$ cat config.mk
export PLATFORM = sky130hd
export DESIGN_NAME = mt_ctrl
export DESIGN_NICKNAME = d
export VERILOG_FILES = /design/src/mt_pkg.sv /design/src/mt_ctrl.sv
export SDC_FILE = /design/constraint.sdc
export NUM_CORES = 1
export LEC_CHECK = 0
export ABC_CLOCK_PERIOD_IN_PS = 2600
export BUFFER_PORTS_ARGS = -buffer_cell sky130_fd_sc_hd__buf_2
export CAP_MARGIN = 20
export CELL_PAD_IN_SITES_DETAIL_PLACEMENT = 0
export CELL_PAD_IN_SITES_GLOBAL_PLACEMENT = 1
export CORE_AREA = 2 2 39 41
export CTS_CLUSTER_SIZE = 14
export DETAILED_ROUTE_END_ITERATION = 7
export DIE_AREA = 0 0 41 43
export PLACE_DENSITY_LB_ADDON = 0.2
export SLEW_MARGIN = 5
export SYNTH_ARGS = -nofsm -noshare
export SYNTH_HDL_FRONTEND = slang
export SYNTH_SLANG_ARGS = --single-unit
$ cat constraint.sdc
create_clock -name clk -period 2.6 [get_ports clk]
set_clock_uncertainty 0.15 [all_clocks]
set_input_delay 0.39 -clock clk [delete_from_list [all_inputs] [get_ports clk]]
set_output_delay 0.39 -clock clk [all_outputs]
set_load 0.05 [all_outputs]
$ cat src/mt_pkg.sv
// Shared definitions for the MT19937 generator: table geometry, scheme constants,
// controller state type, controller/datapath command/status structs, output tempering.
// No dependencies.
package mt_pkg;

  localparam int STATE_WORDS  = 624;
  localparam int SHIFT_OFFSET = 397;
  localparam int IDX_W        = $clog2(STATE_WORDS);
  localparam int FAR_WRAP     = STATE_WORDS - SHIFT_OFFSET;

  localparam logic [31:0] MATRIX_WORD = 32'h9908_b0df;
  localparam logic [31:0] SEED_MULT   = 32'd1812433253;
  localparam logic [31:0] TEMPER_B    = 32'h9d2c_5680;
  localparam logic [31:0] TEMPER_C    = 32'hefc6_0000;
  localparam logic [31:0] RESET_SEED  = 32'd5489;

  localparam logic [IDX_W-1:0] LAST_IDX = IDX_W'(STATE_WORDS - 1);

  typedef enum logic [1:0] {
    ST_IDLE,
    ST_SEED,
    ST_ISSUE,
    ST_TWIST
  } mt_state_t;

  typedef struct packed {
    logic load_seed;
    logic seed_step;
    logic twist;
  } mt_cmd_t;

  typedef struct packed {
    logic seed_last;
  } mt_status_t;

  // Output tempering of one table word.
  function automatic logic [31:0] mt_temper(input logic [31:0] w);
    logic [31:0] y;
    y = w ^ (w >> 11);
    y = y ^ ((y << 7) & TEMPER_B);
    y = y ^ ((y << 15) & TEMPER_C);
    y = y ^ (y >> 18);
    return y;
  endfunction

endpackage

$ cat src/mt_ctrl.sv
// Controller state machine for the MT19937 generator.
// Depends on mt_pkg.
module mt_ctrl
  import mt_pkg::*;
(
  input  logic       clk,
  input  logic       rst,
  input  logic       start,
  input  logic       op,
  input  mt_status_t status,
  output mt_cmd_t    cmd,
  output logic       busy
);

  mt_state_t state;
  mt_state_t state_next;

  always_ff @(posedge clk) begin
    if (rst) begin
      state <= ST_SEED;
    end else begin
      state <= state_next;
    end
  end

  always_comb begin
    state_next = state;
    case (state)
      ST_IDLE: begin
        if (start) begin
          state_next = op ? ST_SEED : ST_ISSUE;
        end
      end
      ST_SEED: begin
        if (status.seed_last) begin
          state_next = ST_IDLE;
        end
      end
      ST_ISSUE: state_next = ST_TWIST;
      ST_TWIST: state_next = ST_IDLE;
      default:  state_next = ST_IDLE;
    endcase
  end

  always_comb begin
    cmd  = '0;
    busy = 1'b1;
    case (state)
      ST_IDLE: begin
        busy          = 1'b0;
        cmd.load_seed = start && op;
      end
      ST_SEED:  cmd.seed_step = 1'b1;
      ST_ISSUE: cmd           = '0;
      ST_TWIST: cmd.twist     = 1'b1;
      default:  busy          = 1'b1;
    endcase
  end

endmodule

# After elaboration in Yosys (flattened, before gate mapping)
# Cells that the tools add are included.
# Widths: inputs -> output; s select.
[totals]
output_inout_bits = 4
elab_cells = 17
latch_bits = 0
reg_bits = 2
romBits = 0
ram_bits = 0
mem_count = 0
input_bits = 5
[classes]
add_sub_neg = 0
eq_ne = 5
shift = 0
reduce_logical = 3
multipliers = 0
div_mod_pow = 0
magnitude_cmp = 0
bitwise = 0
n_mux = 8
[op_table]
columns = ["op", "n"]
rows = [
  ["$pmux 2 s4", 1],
  ["$mux 2", 3],
  ["$eq 2x2->1 const B", 2],
  ["$mux 1", 4],
  ["$ne 2x2->1 const B", 2],
  ["$eq 2x1->1 const B", 1],
  ["$logic_not 2->1", 1],
  ["$reduce_and 2->1", 1],
  ["$logic_and 1x1->1", 1],
]

# Logic depth before layout (Yosys ltp)
[depth]
depth_word = 3
ltp_mapped = 2
mapped_depth_nobuf = 2

# Worst setup path after synthesis
# Ideal clock, no wire load.
[synth_path]
path_type = "register to output"
from = "register state[1]"
to = "output port cmd[2] in the netlist's numbering"
path_buffers = 0
t_arrival_ns = 1.481
path_slack_ns = 0.579
required_ns = 2.060
stages_incl_launch_ff = 3
cell_sequence = "dfxtp_1 or2_1 nor2_1"
[synth_rtl]
columns = ["element", "line", "rtl"]
rows = [
  ["from (decl)", "mt_ctrl.sv:15", "mt_state_t state;"],
  ["from (signal assigned)", "mt_ctrl.sv:22", "state <= state_next;"],
  ["to (decl)", "mt_ctrl.sv:11", "output mt_cmd_t cmd,"],
]

==> out/metrics.csv <==
metric,value,unit
Worst Hold Launch,rst,
CP Data Required Time,2.06,ns
Initial Utilization,0.07685,
Buffers on Ports,8,
"Most flops, register",state,
1st-iter DRT viols,3,
Max Clk Rate,588.9,MHz
final net count,31,
post-cts sizing count,0,
fin. max-slew vios,0,
Slew @ Worst Pin,0.2501,ns
final WL,301,µm
vias in the first global route,112,
postcts setup bufs,0,
biggest regs,state (2),
period utilisation layout,0.6531,
Overall Global Routing Usage,0.05205,
Post-Syn Area,106.4,µm²
Hold Path Cell Cnt,2,
Synth top cells by count,"dfxtp_1, nor2_1",
io pins,9,
GR Overflow Total,0,
Psw,0.04193,mW
clk buf depth,2,
"Top FF cell, synth",dfxtp_1,
switching part of the total,0.3105,
slowest cell delay on critical path,0.33,ns
crit-path cells,or2_1 > nor2_1 > buf_2,
"flops & latches, synth",2,
core area,1384,µm²
Max Cap Viol,0,
leak pwr,0.09040,nW
max reg flops,2,
Async SR Flop Fraction,0,
vias per inst,3.150,
CP top delay family,simple AND/OR/NAND/NOR gates,
slowest CP cell,dfxtp_1,
unrepaired setup endpoints after global routing,false,
wire length per cell,7.525,µm
via count,126,
Post-route DRC,0,
ranking of synthesized cells by area,"dfxtp_1, a211o_1, a21o_1, and2b_1, nor2_1",
worst vdd ir,0.0002234,V
"Seq/Total Area, Yosys",0.3765,
clk slew on worst S/H paths,0.03,ns
Final Power,0.1351,mW
number of flops mapped to enable cells by yosys,0,
crit path DAT,1.16,ns
DIE HEIGHT,43,µm
critical path class,reg -> out,
largest net degree at the start of global routing,7,
Clock Latency Late Sink,0.23,ns
Area Growth Syn to Fin,77.65,%
Setup TNS,0,ns
number of antenna violations at the first check in global routing,0,
Syn Nets,18,
Post-Syn Instances,13,
diode count,0,
CP max FO,6,
worst rel slew slack,0.8344,
DR pass1 iterations,2,
Fillers,151,
CP Buf/Inv Count,1,
first-pass GRT wire length,476,µm
top cell type's share of synthesized area,0.3765,
number of cells on the critical path,3,
synthesized area per cell,8.181,µm²
CTS sink cnt,2,
status,"complete, no violations",
Tmin final,1.698,ns
Die X,41,µm
row count,14,
clk root buf,clkbuf_4,
die area,1763,µm²
worst reg2reg path startpoint,state[1],
HP Class,in -> reg,
H-Tree Depth,1,
Internal,0.09312,mW
hold bufs inserted after CTS,0,
pwr/cell area,714.8,nW/µm²
final setup fails,0,
Ys Warns,0,
TritonCTS clock tree,done,
Reg power frac,0.259,
"Distinct cells, synth",11,
CTS buffer count,3,
clock network power share,0.527,
Worst Setup SP,state[1],
Routed Antenna Nets,0,
routability cong.,0.6017,
final hold violation count,0,
CP Capture Type,primary output,
layout cells sized above 1,0.4583,
Comb power frac,0.215,
"area leader, netlist",dfxtp_1,
CP startpoint kind,flip-flop,
Worst R2R Path Depth,2,
[per-layer routing]
metal  share of wire  global-route usage  up-vias
li1                -                   -       67
met3            0.20             0.09424        0
met5               0                   0        -
met1            0.49             0.05096       50
met4               0             0.04000        0
met2            0.31             0.03750        9
[metrics by stage]
step           cells  hold WS [ns]  setup WS, ns  utilization  cell area (µm²)
2_1_floorplan     13        0.3260        0.5787            -            106.4
3_3_place_gp      37        0.3946         1.138       0.1203            166.4
3_5_place_dp      37        0.3836         1.138       0.1203            166.4
4_1_cts           40        0.2002        0.8863       0.1365            188.9
5_1_grt           40        0.2045        0.7990       0.1365            188.9
6_report          40        0.2046        0.9019       0.1365            188.9
[final timing paths]
check	end	slack, ns
worst max register to register	state[0]	1.57
worst max-delay path	cmd[2]	0.90
worst min-delay path	state[0]	0.20
worst min register to register	state[1]	0.39
[worst reg2reg max path: cells and delay by family (launching register included)]
kind	cells	cell delay [ns]
compound gates	2	0.44
flops	1	0.33
[logic make-up (layout without fill, tap and decap cells)]
group	after synthesis	count (layout)	synth area share
simple gates	7	7	0.3531
compound gates	4	4	0.2706
flops	2	2	0.3765
buf+inv	0	11	0
[power groups by stage]
stage	Combinational [mW]	Clock [mW]	Sequential [mW]
final	0.0290	0.0711	0.0349
after global placement	0.0297	0	0.0353
after global routing	0.0315	0.0785	0.0354
after detailed placement	0.0292	0	0.0352
after floorplan	0.0210	0	0.0347
after CTS	0.0292	0.0749	0.0348
[cells in the final DEF, fill, tap and decap left out, drive strengths merged]
master  synthesis  layout
o21ai           1       1
clkbuf          0       3
a211o           1       1
and2            1       1
nor2b           1       1
and2b           1       1
a21o            1       1
o21a            1       1
nand2           1       1
dfxtp           2       2
buf             0       8
or2             1       1
nor2            2       2
[final cells by class]
| type | count | area [µm²] | area share |
|---|---|---|---|
| clock buffers | 3 | 22.52 | 0.1192 |
| well taps | 16 | 20.02 | 0.1060 |
| flip-flops and latches | 2 | 40.04 | 0.2119 |
| multi-input cells | 11 | 66.31 | 0.3510 |
| repair buffers | 8 | 40.04 | 0.2119 |
Note: power is estimated with default switching activity, not from simulation.
